File: config.mk
export PLATFORM = sky130hd
export DESIGN_NAME = heart_rate_session_averager_unit
export DESIGN_NICKNAME = d
export VERILOG_FILES = /design/src/hw/rtl/hrsa_pkg.sv /design/src/hw/rtl/heart_rate_session_averager_unit.sv /design/src/hw/rtl/hrsa_div.sv /design/src/hw/rtl/hrsa_cmd_fifo.sv /design/src/hw/rtl/hrsa_front.sv /design/src/hw/rtl/hrsa_back.sv
export SDC_FILE = /design/constraint.sdc
export NUM_CORES = 1
export LEC_CHECK = 0
export BUFFER_PORTS_ARGS = -buffer_cell sky130_fd_sc_hd__buf_2
export CELL_PAD_IN_SITES_DETAIL_PLACEMENT = 1
export CELL_PAD_IN_SITES_GLOBAL_PLACEMENT = 1
export CORE_MARGIN = 5
export CORE_UTILIZATION = 52
export CTS_CLUSTER_SIZE = 30
export DETAILED_ROUTE_END_ITERATION = 10
export PLACE_DENSITY_LB_ADDON = 0.08
export SYNTH_ARGS = -nofsm -noshare
export SYNTH_HDL_FRONTEND = slang
export SYNTH_SLANG_ARGS = --single-unit
File: constraint.sdc
create_clock -name i_clk -period 7.06 [get_ports i_clk]
set_input_delay 1.059 -clock i_clk [delete_from_list [all_inputs] [get_ports i_clk]]
set_output_delay 1.059 -clock i_clk [all_outputs]
set_load 0.02 [all_outputs]
File: src/hw/rtl/hrsa_pkg.sv
// Shared types and constants of the heart rate session averager.
`default_nettype none

package hrsa_pkg;

    // Item and result payloads
    typedef struct packed {
        logic [31:0] time_ms;
        logic        card_seen;
        logic        beat_seen;
    } t_in_item;

    typedef struct packed {
        logic       in_session;
        logic       beat_accepted;
        logic [7:0] current_rate;
        logic       session_done;
        logic [7:0] session_rate;
    } t_out_item;

    // Configuration register map
    localparam int unsigned CFG_IDX_W = 2;
    typedef enum logic [CFG_IDX_W-1:0] {
        CFG_SESSION_LEN = 2'd0,
        CFG_WARMUP      = 2'd1
    } t_cfg_idx;

    localparam logic [31:0] SESSION_LEN_RST = 32'd60000;
    localparam logic [31:0] WARMUP_RST      = 32'd30000;

    // Beat interval window and rate arithmetic
    localparam int unsigned INTERVAL_W   = 12;
    localparam logic [31:0] INTERVAL_MIN = 32'd236;
    localparam logic [31:0] INTERVAL_MAX = 32'd2999;

    localparam int unsigned RATE_W      = 8;
    localparam int unsigned SUM_W       = 16;
    localparam int unsigned COUNT_W     = 8;
    localparam int unsigned DIVIDEND_W  = 16;
    localparam int unsigned DIVISOR_W   = 12;

    localparam logic [DIVIDEND_W-1:0] RATE_NUMERATOR = 16'd60000;
    localparam logic [COUNT_W-1:0]    COUNT_MAX      = 8'd255;

    // Front-to-back command queue
    localparam int unsigned CMD_DEPTH = 2;

    typedef struct packed {
        logic                  open_session;
        logic                  beat_ok;
        logic                  warm;
        logic                  close;
        logic                  in_session;
        logic [INTERVAL_W-1:0] interval;
    } t_cmd;

endpackage

`default_nettype wire

File: src/hw/rtl/heart_rate_session_averager_unit.sv
// Heart rate session averager top level: front, command queue and back.
// A tick is classified by the front, queued and then executed by the back; an accepted beat
// adds the serial rate divide and the ring mean, and a close with a nonzero beat count adds
// the session divide. The front takes new ticks while the back is busy, until the queue,
// which holds two classified ticks, is full.
// Reset (synchronous, active low) ends any session, clears ring and sums, loads defaults.
`default_nettype none

module heart_rate_session_averager_unit #(
    parameter int unsigned RING_SLOTS = 4
) (
    input  wire logic                           i_clk,
    input  wire logic                           i_rst_n,
    input  wire logic                           push,
    output logic                                full,
    input  wire hrsa_pkg::t_in_item             i_item,
    output logic                                empty,
    input  wire logic                           pop,
    output hrsa_pkg::t_out_item                 o_item,
    input  wire logic                           i_cfg_valid,
    output logic                                o_cfg_ready,
    input  wire logic [hrsa_pkg::CFG_IDX_W-1:0] i_cfg_index,
    input  wire logic [31:0]                    i_cfg_data
);

    logic           q_full;
    logic           q_push;
    hrsa_pkg::t_cmd q_in;
    logic           q_pop;
    hrsa_pkg::t_cmd q_out;
    logic           q_avail;
    logic           res_valid;

    hrsa_front u_front (
        .i_clk       (i_clk),
        .i_rst_n     (i_rst_n),
        .i_push      (push),
        .i_item      (i_item),
        .i_q_full    (q_full),
        .o_cmd_push  (q_push),
        .o_cmd       (q_in),
        .i_cfg_valid (i_cfg_valid),
        .i_cfg_index (i_cfg_index),
        .i_cfg_data  (i_cfg_data)
    );

    hrsa_cmd_fifo u_queue (
        .i_clk   (i_clk),
        .i_rst_n (i_rst_n),
        .i_push  (q_push),
        .i_data  (q_in),
        .o_full  (q_full),
        .i_pop   (q_pop),
        .o_data  (q_out),
        .o_avail (q_avail)
    );

    hrsa_back #(
        .RING_SLOTS (RING_SLOTS)
    ) u_back (
        .i_clk       (i_clk),
        .i_rst_n     (i_rst_n),
        .i_cmd_avail (q_avail),
        .i_cmd       (q_out),
        .o_cmd_pop   (q_pop),
        .o_res_valid (res_valid),
        .o_res       (o_item),
        .i_res_pop   (pop)
    );

    assign full        = q_full;
    assign empty       = !res_valid;
    assign o_cfg_ready = 1'b1;

endmodule

`default_nettype wire

File: src/hw/rtl/hrsa_div.sv
// Restoring divider, one quotient bit per cycle.
`default_nettype none

module hrsa_div (
    input  wire logic                                i_clk,
    input  wire logic                                i_rst_n,
    input  wire logic                                i_start,
    input  wire logic [hrsa_pkg::DIVIDEND_W-1:0]     i_dividend,
    input  wire logic [hrsa_pkg::DIVISOR_W-1:0]      i_divisor,
    output logic                                     o_done,
    output logic [hrsa_pkg::DIVIDEND_W-1:0]          o_quotient
);

    localparam int unsigned NW    = hrsa_pkg::DIVIDEND_W;
    localparam int unsigned DW    = hrsa_pkg::DIVISOR_W;
    localparam int unsigned CNT_W = $clog2(NW + 1);

    logic             r_busy;
    logic             r_done;
    logic [CNT_W-1:0] r_cnt;
    logic [DW:0]      r_rem;
    logic [NW-1:0]    r_quo;
    logic [DW-1:0]    r_dvs;

    logic [DW:0]      shifted;
    logic             fits;

    assign shifted = {r_rem[DW-1:0], r_quo[NW-1]};
    assign fits    = (shifted >= {1'b0, r_dvs});

    always_ff @(posedge i_clk) begin
        if (!i_rst_n) begin
            r_busy <= 1'b0;
            r_done <= 1'b0;
            r_cnt  <= '0;
        end else begin
            r_done <= 1'b0;
            if (i_start) begin
                r_busy <= 1'b1;
                r_cnt  <= CNT_W'(NW);
            end else if (r_busy) begin
                r_cnt <= r_cnt - 1'b1;
                if (r_cnt == CNT_W'(1)) begin
                    r_busy <= 1'b0;
                    r_done <= 1'b1;
                end
            end
        end
    end

    always_ff @(posedge i_clk) begin
        if (i_start) begin
            r_quo <= i_dividend;
            r_rem <= '0;
            r_dvs <= i_divisor;
        end else if (r_busy) begin
            r_rem <= fits ? (shifted - {1'b0, r_dvs}) : shifted;
            r_quo <= {r_quo[NW-2:0], fits};
        end
    end

    assign o_done     = r_done;
    assign o_quotient = r_quo;

endmodule

`default_nettype wire

File: src/hw/rtl/hrsa_cmd_fifo.sv
// Short command queue between the classifying front and the executing back.
`default_nettype none

module hrsa_cmd_fifo (
    input  wire logic          i_clk,
    input  wire logic          i_rst_n,
    input  wire logic          i_push,
    input  wire hrsa_pkg::t_cmd i_data,
    output logic               o_full,
    input  wire logic          i_pop,
    output hrsa_pkg::t_cmd     o_data,
    output logic               o_avail
);

    localparam int unsigned DEPTH = hrsa_pkg::CMD_DEPTH;
    localparam int unsigned PTR_W = (DEPTH > 1) ? $clog2(DEPTH) : 1;
    localparam int unsigned CNT_W = $clog2(DEPTH + 1);

    hrsa_pkg::t_cmd   r_mem [DEPTH];
    logic [PTR_W-1:0] r_wr;
    logic [PTR_W-1:0] r_rd;
    logic [CNT_W-1:0] r_cnt;

    logic do_push;
    logic do_pop;

    assign o_full  = (r_cnt == CNT_W'(DEPTH));
    assign o_avail = (r_cnt != '0);
    assign do_push = i_push && !o_full;
    assign do_pop  = i_pop && o_avail;
    assign o_data  = r_mem[r_rd];

    always_ff @(posedge i_clk) begin
        if (!i_rst_n) begin
            r_wr  <= '0;
            r_rd  <= '0;
            r_cnt <= '0;
        end else begin
            if (do_push) begin
                r_wr <= (r_wr == PTR_W'(DEPTH - 1)) ? '0 : r_wr + 1'b1;
            end
            if (do_pop) begin
                r_rd <= (r_rd == PTR_W'(DEPTH - 1)) ? '0 : r_rd + 1'b1;
            end
            if (do_push && !do_pop) begin
                r_cnt <= r_cnt + 1'b1;
            end else if (do_pop && !do_push) begin
                r_cnt <= r_cnt - 1'b1;
            end
        end
    end

    always_ff @(posedge i_clk) begin
        if (do_push) begin
            r_mem[r_wr] <= i_data;
        end
    end

endmodule

`default_nettype wire

File: src/hw/rtl/hrsa_front.sv
// Front: takes ticks, tracks session timing and classifies each tick into a command.
`default_nettype none

module hrsa_front (
    input  wire logic                          i_clk,
    input  wire logic                          i_rst_n,
    input  wire logic                          i_push,
    input  wire hrsa_pkg::t_in_item            i_item,
    input  wire logic                          i_q_full,
    output logic                               o_cmd_push,
    output hrsa_pkg::t_cmd                     o_cmd,
    input  wire logic                          i_cfg_valid,
    input  wire logic [hrsa_pkg::CFG_IDX_W-1:0] i_cfg_index,
    input  wire logic [31:0]                   i_cfg_data
);

    logic        r_active;
    logic [31:0] r_start;
    logic [31:0] r_last;
    logic [31:0] r_session_len;
    logic [31:0] r_warmup;

    logic        accept;
    logic [31:0] elapsed;
    logic [31:0] interval;
    logic        n_active;
    hrsa_pkg::t_cmd cmd;

    assign accept   = i_push && !i_q_full;
    assign elapsed  = i_item.time_ms - r_start;
    assign interval = i_item.time_ms - r_last;

    always_comb begin
        n_active         = r_active;
        cmd.open_session = 1'b0;
        cmd.beat_ok      = 1'b0;
        cmd.close        = 1'b0;
        cmd.warm         = (elapsed > r_warmup);
        cmd.interval     = interval[hrsa_pkg::INTERVAL_W-1:0];
        if (!r_active) begin
            // the opening tick handles no beat and cannot close
            if (i_item.card_seen) begin
                n_active         = 1'b1;
                cmd.open_session = 1'b1;
            end
        end else begin
            cmd.beat_ok = i_item.beat_seen
                          && (interval >= hrsa_pkg::INTERVAL_MIN)
                          && (interval <= hrsa_pkg::INTERVAL_MAX);
            if (elapsed > r_session_len) begin
                n_active  = 1'b0;
                cmd.close = 1'b1;
            end
        end
        cmd.in_session = n_active;
    end

    always_ff @(posedge i_clk) begin
        if (!i_rst_n) begin
            r_active      <= 1'b0;
            r_start       <= '0;
            r_last        <= '0;
            r_session_len <= hrsa_pkg::SESSION_LEN_RST;
            r_warmup      <= hrsa_pkg::WARMUP_RST;
        end else begin
            if (accept) begin
                r_active <= n_active;
                if (!r_active && i_item.card_seen) begin
                    r_start <= i_item.time_ms;
                end
                // a running session records every beat, in range or not
                if (r_active && i_item.beat_seen) begin
                    r_last <= i_item.time_ms;
                end
            end
            if (i_cfg_valid) begin
                unique case (i_cfg_index)
                    hrsa_pkg::CFG_SESSION_LEN: r_session_len <= i_cfg_data;
                    hrsa_pkg::CFG_WARMUP:      r_warmup      <= i_cfg_data;
                    default: ;
                endcase
            end
        end
    end

    assign o_cmd_push = accept;
    assign o_cmd      = cmd;

endmodule

`default_nettype wire

File: src/hw/rtl/hrsa_back.sv
// Back: runs the rate division, rate ring, session sum and close report per command.
`default_nettype none

module hrsa_back #(
    parameter int unsigned RING_SLOTS = 4
) (
    input  wire logic           i_clk,
    input  wire logic           i_rst_n,
    input  wire logic           i_cmd_avail,
    input  wire hrsa_pkg::t_cmd i_cmd,
    output logic                o_cmd_pop,
    output logic                o_res_valid,
    output hrsa_pkg::t_out_item o_res,
    input  wire logic           i_res_pop
);

    localparam int unsigned RW      = hrsa_pkg::RATE_W;
    localparam int unsigned SW      = hrsa_pkg::SUM_W;
    localparam int unsigned CW      = hrsa_pkg::COUNT_W;
    localparam int unsigned NW      = hrsa_pkg::DIVIDEND_W;
    localparam int unsigned DW      = hrsa_pkg::DIVISOR_W;
    localparam int unsigned SLOT_W  = (RING_SLOTS > 1) ? $clog2(RING_SLOTS) : 1;
    localparam int unsigned TOTAL_W = $clog2(RING_SLOTS * 255 + 1);

    // ring mean by reciprocal multiply, exact for every ring total
    localparam int unsigned     MEAN_SHIFT = 24;
    localparam int unsigned     MUL_W      = MEAN_SHIFT + 1;
    localparam int unsigned     PROD_W     = TOTAL_W + MUL_W;
    localparam longint unsigned MEAN_MUL_L =
        ((64'd1 << MEAN_SHIFT) + 64'(RING_SLOTS) - 64'd1) / 64'(RING_SLOTS);
    localparam logic [MUL_W-1:0] MEAN_MUL  = MUL_W'(MEAN_MUL_L);

    typedef enum logic [6:0] {
        ST_IDLE = 7'b000_0001,
        ST_DEC  = 7'b000_0010,
        ST_RDIV = 7'b000_0100,
        ST_RING = 7'b000_1000,
        ST_CLS  = 7'b001_0000,
        ST_CDIV = 7'b010_0000,
        ST_OUT  = 7'b100_0000
    } t_state;

    t_state              r_state, n_state;
    hrsa_pkg::t_cmd      r_cmd;
    logic [RW-1:0]       r_ring [RING_SLOTS];
    logic [TOTAL_W-1:0]  r_total;
    logic [SLOT_W-1:0]   r_slot;
    logic [RW-1:0]       r_mean;
    logic [SW-1:0]       r_sum;
    logic [CW-1:0]       r_count;
    logic                r_accepted;
    logic [RW-1:0]       r_report;
    logic                r_res_valid;
    hrsa_pkg::t_out_item r_res;

    logic              div_start;
    logic [NW-1:0]     div_dividend;
    logic [DW-1:0]     div_divisor;
    logic              div_done;
    logic [NW-1:0]     div_q;
    logic              res_take;
    logic              res_load;
    logic [PROD_W-1:0] mean_prod;
    logic [RW-1:0]     mean_new;

    hrsa_div u_div (
        .i_clk      (i_clk),
        .i_rst_n    (i_rst_n),
        .i_start    (div_start),
        .i_dividend (div_dividend),
        .i_divisor  (div_divisor),
        .o_done     (div_done),
        .o_quotient (div_q)
    );

    assign res_take  = i_res_pop && r_res_valid;
    assign res_load  = (r_state == ST_OUT) && (!r_res_valid || res_take);
    assign o_cmd_pop = (r_state == ST_IDLE) && i_cmd_avail;

    assign mean_prod = PROD_W'(r_total) * PROD_W'(MEAN_MUL);
    assign mean_new  = mean_prod[MEAN_SHIFT +: RW];

    always_comb begin
        n_state      = r_state;
        div_start    = 1'b0;
        div_dividend = hrsa_pkg::RATE_NUMERATOR;
        div_divisor  = r_cmd.interval;
        unique case (r_state)
            ST_IDLE: if (i_cmd_avail) n_state = ST_DEC;
            ST_DEC: begin
                if (r_cmd.beat_ok) begin
                    div_start = 1'b1;
                    n_state   = ST_RDIV;
                end else begin
                    n_state = ST_CLS;
                end
            end
            ST_RDIV: if (div_done) n_state = ST_RING;
            ST_RING: n_state = ST_CLS;
            ST_CLS: begin
                div_dividend = r_sum;
                div_divisor  = DW'(r_count);
                if (r_cmd.close && (r_count != '0)) begin
                    div_start = 1'b1;
                    n_state   = ST_CDIV;
                end else begin
                    n_state = ST_OUT;
                end
            end
            ST_CDIV: if (div_done) n_state = ST_OUT;
            ST_OUT:  if (res_load) n_state = ST_IDLE;
            default: n_state = ST_IDLE;
        endcase
    end

    always_ff @(posedge i_clk) begin
        if (!i_rst_n) begin
            r_state     <= ST_IDLE;
            r_res_valid <= 1'b0;
            r_total     <= '0;
            r_slot      <= '0;
            r_mean      <= '0;
            r_sum       <= '0;
            r_count     <= '0;
            for (int i = 0; i < RING_SLOTS; i++) begin
                r_ring[i] <= '0;
            end
        end else begin
            r_state <= n_state;
            if (res_load) begin
                r_res_valid <= 1'b1;
            end else if (res_take) begin
                r_res_valid <= 1'b0;
            end
            if (o_cmd_pop && i_cmd.open_session) begin
                r_sum   <= '0;
                r_count <= '0;
            end
            if ((r_state == ST_RDIV) && div_done) begin
                // keep a running total so the mean needs no adder tree
                r_ring[r_slot] <= div_q[RW-1:0];
                r_total <= r_total - TOTAL_W'(r_ring[r_slot]) + TOTAL_W'(div_q[RW-1:0]);
                r_slot  <= (r_slot == SLOT_W'(RING_SLOTS - 1)) ? '0 : r_slot + 1'b1;
            end
            if (r_state == ST_RING) begin
                r_mean <= mean_new;
                if (r_cmd.warm && (r_count != hrsa_pkg::COUNT_MAX)) begin
                    r_sum   <= r_sum + SW'(mean_new);
                    r_count <= r_count + 1'b1;
                end
            end
        end
    end

    always_ff @(posedge i_clk) begin
        if (o_cmd_pop) begin
            r_cmd      <= i_cmd;
            r_accepted <= 1'b0;
        end
        if ((r_state == ST_RDIV) && div_done) begin
            r_accepted <= 1'b1;
        end
        if (r_state == ST_CLS) begin
            r_report <= '0;
        end
        if ((r_state == ST_CDIV) && div_done) begin
            r_report <= div_q[RW-1:0];
        end
        if (res_load) begin
            r_res.in_session    <= r_cmd.in_session;
            r_res.beat_accepted <= r_accepted;
            r_res.current_rate  <= r_mean;
            r_res.session_done  <= r_cmd.close;
            r_res.session_rate  <= r_report;
        end
    end

    assign o_res_valid = r_res_valid;
    assign o_res       = r_res;

endmodule

`default_nettype wire

==> impl_metrics.json <==
{
  "drt-initial-drc-count": 753,
  "arrival_ns": 6.06,
  "grt_busiest_layer": "met2",
  "period_minus_slack_ns": 5.65,
  "htree_levels": 2,
  "r2r_slack_ns": 1.74,
  "place.gp.congestion": 0.855,
  "fin_skew_ns": 0.0274,
  "grtUsageTotal_pct": 26.8,
  "cts.clk_slew.worst_paths_ns": 0.06,
  "start_util_pct": 52.6,
  "antenna_found_initial": 1,
  "vias": 15800,
  "worstMarginPinSlew_ns": 1.23,
  "drc": 0,
  "crit_fanout": 4,
  "ir_drop_uv": 207,
  "numPlacedInstances": 2717,
  "yosys_warnings": 0,
  "core_area_um2": 37600,
  "synth.cell_area_um2": 19800,
  "worstSetupPathType": "in2reg",
  "rows": 71,
  "min_period_over_period_pct": 80.1,
  "synth_cell_types": 74,
  "reg2reg_depth": 25,
  "clk_path_buf_depth": 3,
  "cts_tree": "yes",
  "final_cells": 2792,
  "wl_per_cell_um": 19.8,
  "ys_async_sr_fraction_pct": 0,
  "finalSetupViolations": 0,
  "max_slew_margin_pct": 17.7,
  "area_delta_synth_final_pct": 10.7,
  "grt_pass1_wl_mm": 90.4,
  "hpwl_mm": 40.9,
  "hold_path_end": "u_back.o_res[0]",
  "max_freq_mhz": 177,
  "grt_use_met2_pct": 50.8,
  "clock_sinks": 345,
  "maxCapViolCount": 0,
  "r2r-end": "u_queue.r_mem[1][12]",
  "cts-hold-fix-buffers": 0,
  "stdcell_area_um2": 21900,
  "power_density_nw_per_um2": 273,
  "root_buffer": "clkbuf_16",
  "critPathCaptureType": "register",
  "hold_start": "u_back.r_report[0]",
  "synth_top_flop_cell": "dfxtp_1",
  "worstReg2RegStart": "u_front.r_start[0]",
  "use_met1_pct": 30.1,
  "post-place-ws_ns": 0.917,
  "drv_slew": 0,
  "syn_nets": 2432,
  "crit_path_start_kind": "primary input",
  "synth_seq_cells": 345,
  "syn_area_per_cell_um2": 9.05,
  "grt_pass1_vias": 17200,
  "place_area_um2": 20600,
  "ioPinCount": 95,
  "totalWireLength_mm": 55.4,
  "die-area_um2": 42000,
  "finalHoldViolations": 0,
  "rsz0062_at_grt": "false",
  "cts_made_buffers": 40,
  "dr.pass1.iters": 5,
  "leakagePower_nw": 8.53,
  "cp.required_ns": 7.47,
  "synth_seq_area_share_pct": 41.9,
  "hold_path_class": "reg2reg",
  "clk_latency_ns": 0.58,
  "ant_nets": 0,
  "postCtsSetupRepairBufs": 0,
  "cp-startpoint": "i_item[2]",
  "vias_per_cell": 5.65,
  "drive_above_1_share_pct": 9.30,
  "grt_use_met3_pct": 3.70,
  "fin_nets": 2495,
  "die_h_um": 205,
  "dieWidth_um": 205,
  "whs_path_depth": 0,
  "setup_slack_ns": 1.41,
  "synth_edf_count": 137,
  "finalSetupTns_ns": 0,
  "synth_cells": 2185,
  "gr-total-overflow": 0,
  "grt_max_degree": 91,
  "total_power_mw": 5.99,
  "cts_resized": 0,
  "io_buffers": 93,
  "status": "finished, final reports clean"
}
==> area by class of cell <==
type / count / area [um^2]
diodes: 1 / 2.50
clock buffers: 57 / 1080
clock inverters: 17 / 163
inverters: 220 / 826
well taps: 511 / 639
flip-flops and latches: 345 / 8280
fillers: 4373 / 15700
repair buffers: 105 / 558
multi-input cells: 1536 / 10300
==> power breakdown <==
group / internal (mW) / switching, mW
clock: 1.15 / 0.869
sequential: 2.30 / 0.122
combinational: 0.626 / 0.913
==> per-layer routing <==
metal | up-vias | routed length [um]
met5 | - | 0
li1 | 7685 | -
met4 | 0 | 2180
met3 | 107 | 1380
met1 | 7781 | 22600
met2 | 200 | 29200
==> through the flow <==
| step | hold WS, ns | util, % |
|---|---|---|
| after floorplan | 0.400 | - |
| after global placement | 0.402 | 54.9 |
| after detailed placement | 0.409 | 54.9 |
| after CTS | 0.422 | 58.3 |
| after global routing | 0.426 | 58.3 |
| final | 0.419 | 58.3 |
==> kinds of logic after synthesis <==
| kind of cell | after synthesis | share of synthesized area, % |
|---|---|---|
| AOI/OAI and AO/OA | 521 | 17.9 |
| xor gates and xnor gates | 79 | 3.50 |
| adders and majority gates | 174 | 11.5 |
| buffers and inverters | 304 | 5.92 |
| DFF | 345 | 41.9 |
| muxes | 34 | 2.33 |
| other | 1 | 0.0190 |
| and+or+nand+nor | 727 | 17.0 |
==> critical path, stage by stage <==
cell,delay [ns]
buf_2,0.11
inv_1,0.08
ha_1,0.17
inv_1,0.06
fa_1,0.42
a211oi_1,0.24
nor2_1,0.12
nor2b_1,0.19
o41ai_1,0.13
buf_4,0.17
a31oi_1,0.25
o21bai_1,0.10
a21oi_1,0.23
o21bai_1,0.09
a21oi_1,0.17
xnor2_1,0.18
ha_1,0.29
nor2b_1,0.14
o21ai_0,0.16
nand2b_1,0.08
a21oi_1,0.15
nor2b_1,0.06
o211ai_1,0.17
a211oi_1,0.10
a2111oi_0,0.68
a21oi_1,0.26
nor2_1,0.19
==> synth_stat cells, types with 32 or more instances <==
cell | number | area (um^2)
a21oi_1 | 96 | 480
nor2_1 | 96 | 360
ha_1 | 162 | 2030
a21o_1 | 50 | 375
o21ai_0 | 68 | 340
a21boi_0 | 138 | 1040
and2_1 | 47 | 294
dfxtp_1 | 208 | 4160
inv_1 | 219 | 822
xnor2_1 | 51 | 447
nor2b_1 | 33 | 206
nand3_1 | 32 | 160
clkbuf_1 | 74 | 278
nor3_1 | 33 | 165
nand2_1 | 372 | 1400
edfxtp_1 | 137 | 4110
==> sequential cells by signal, summed over array words and instances, names as in the netlist, 2 cells and up, named ones only <==
signal                   cells
u_back.o_res                19
u_back.r_state               7
u_back.r_count               8
u_back.r_total              10
u_queue.r_mem               34
u_back.r_slot                2
u_back.u_div.r_cnt           5
u_back.u_div.o_quotient     16
u_back.u_div.r_dvs          12
u_back.r_cmd                16
u_back.r_mean                8
u_back.r_ring               32
u_front.r_start             32
u_back.r_report              8
u_front.r_last              32
u_front.r_session_len       32
u_back.r_sum                16
u_front.r_warmup            32
u_back.u_div.r_rem          12
u_queue.r_cnt                2
==> worst max path at each step <==
stage / slack [ns] / end
after floorplan: 2.11 / u_queue.r_mem[0][13]
after global placement: 1.01 / u_queue.r_mem[0][12]
after detailed placement: 0.92 / u_queue.r_mem[0][12]
after CTS: 1.48 / u_queue.r_mem[1][12]
after global routing: 0.96 / u_queue.r_mem[1][12]
final: 1.41 / u_queue.r_mem[1][12]
==> cells in the final DEF, fill, tap and decap left out, types with 47 or more instances in the layout <==
master,synthesis,routed
nor2_1,96,95
ha_1,162,162
o21ai_0,68,67
dfxtp_1,208,208
a21boi_0,138,138
xnor2_1,51,51
and2_1,47,47
edfxtp_1,137,137
buf_2,3,92
a21o_1,50,50
a21oi_1,96,96
nand2_1,372,372
inv_1,219,219
No activity file was read; power rests on OpenSTA's default activity.
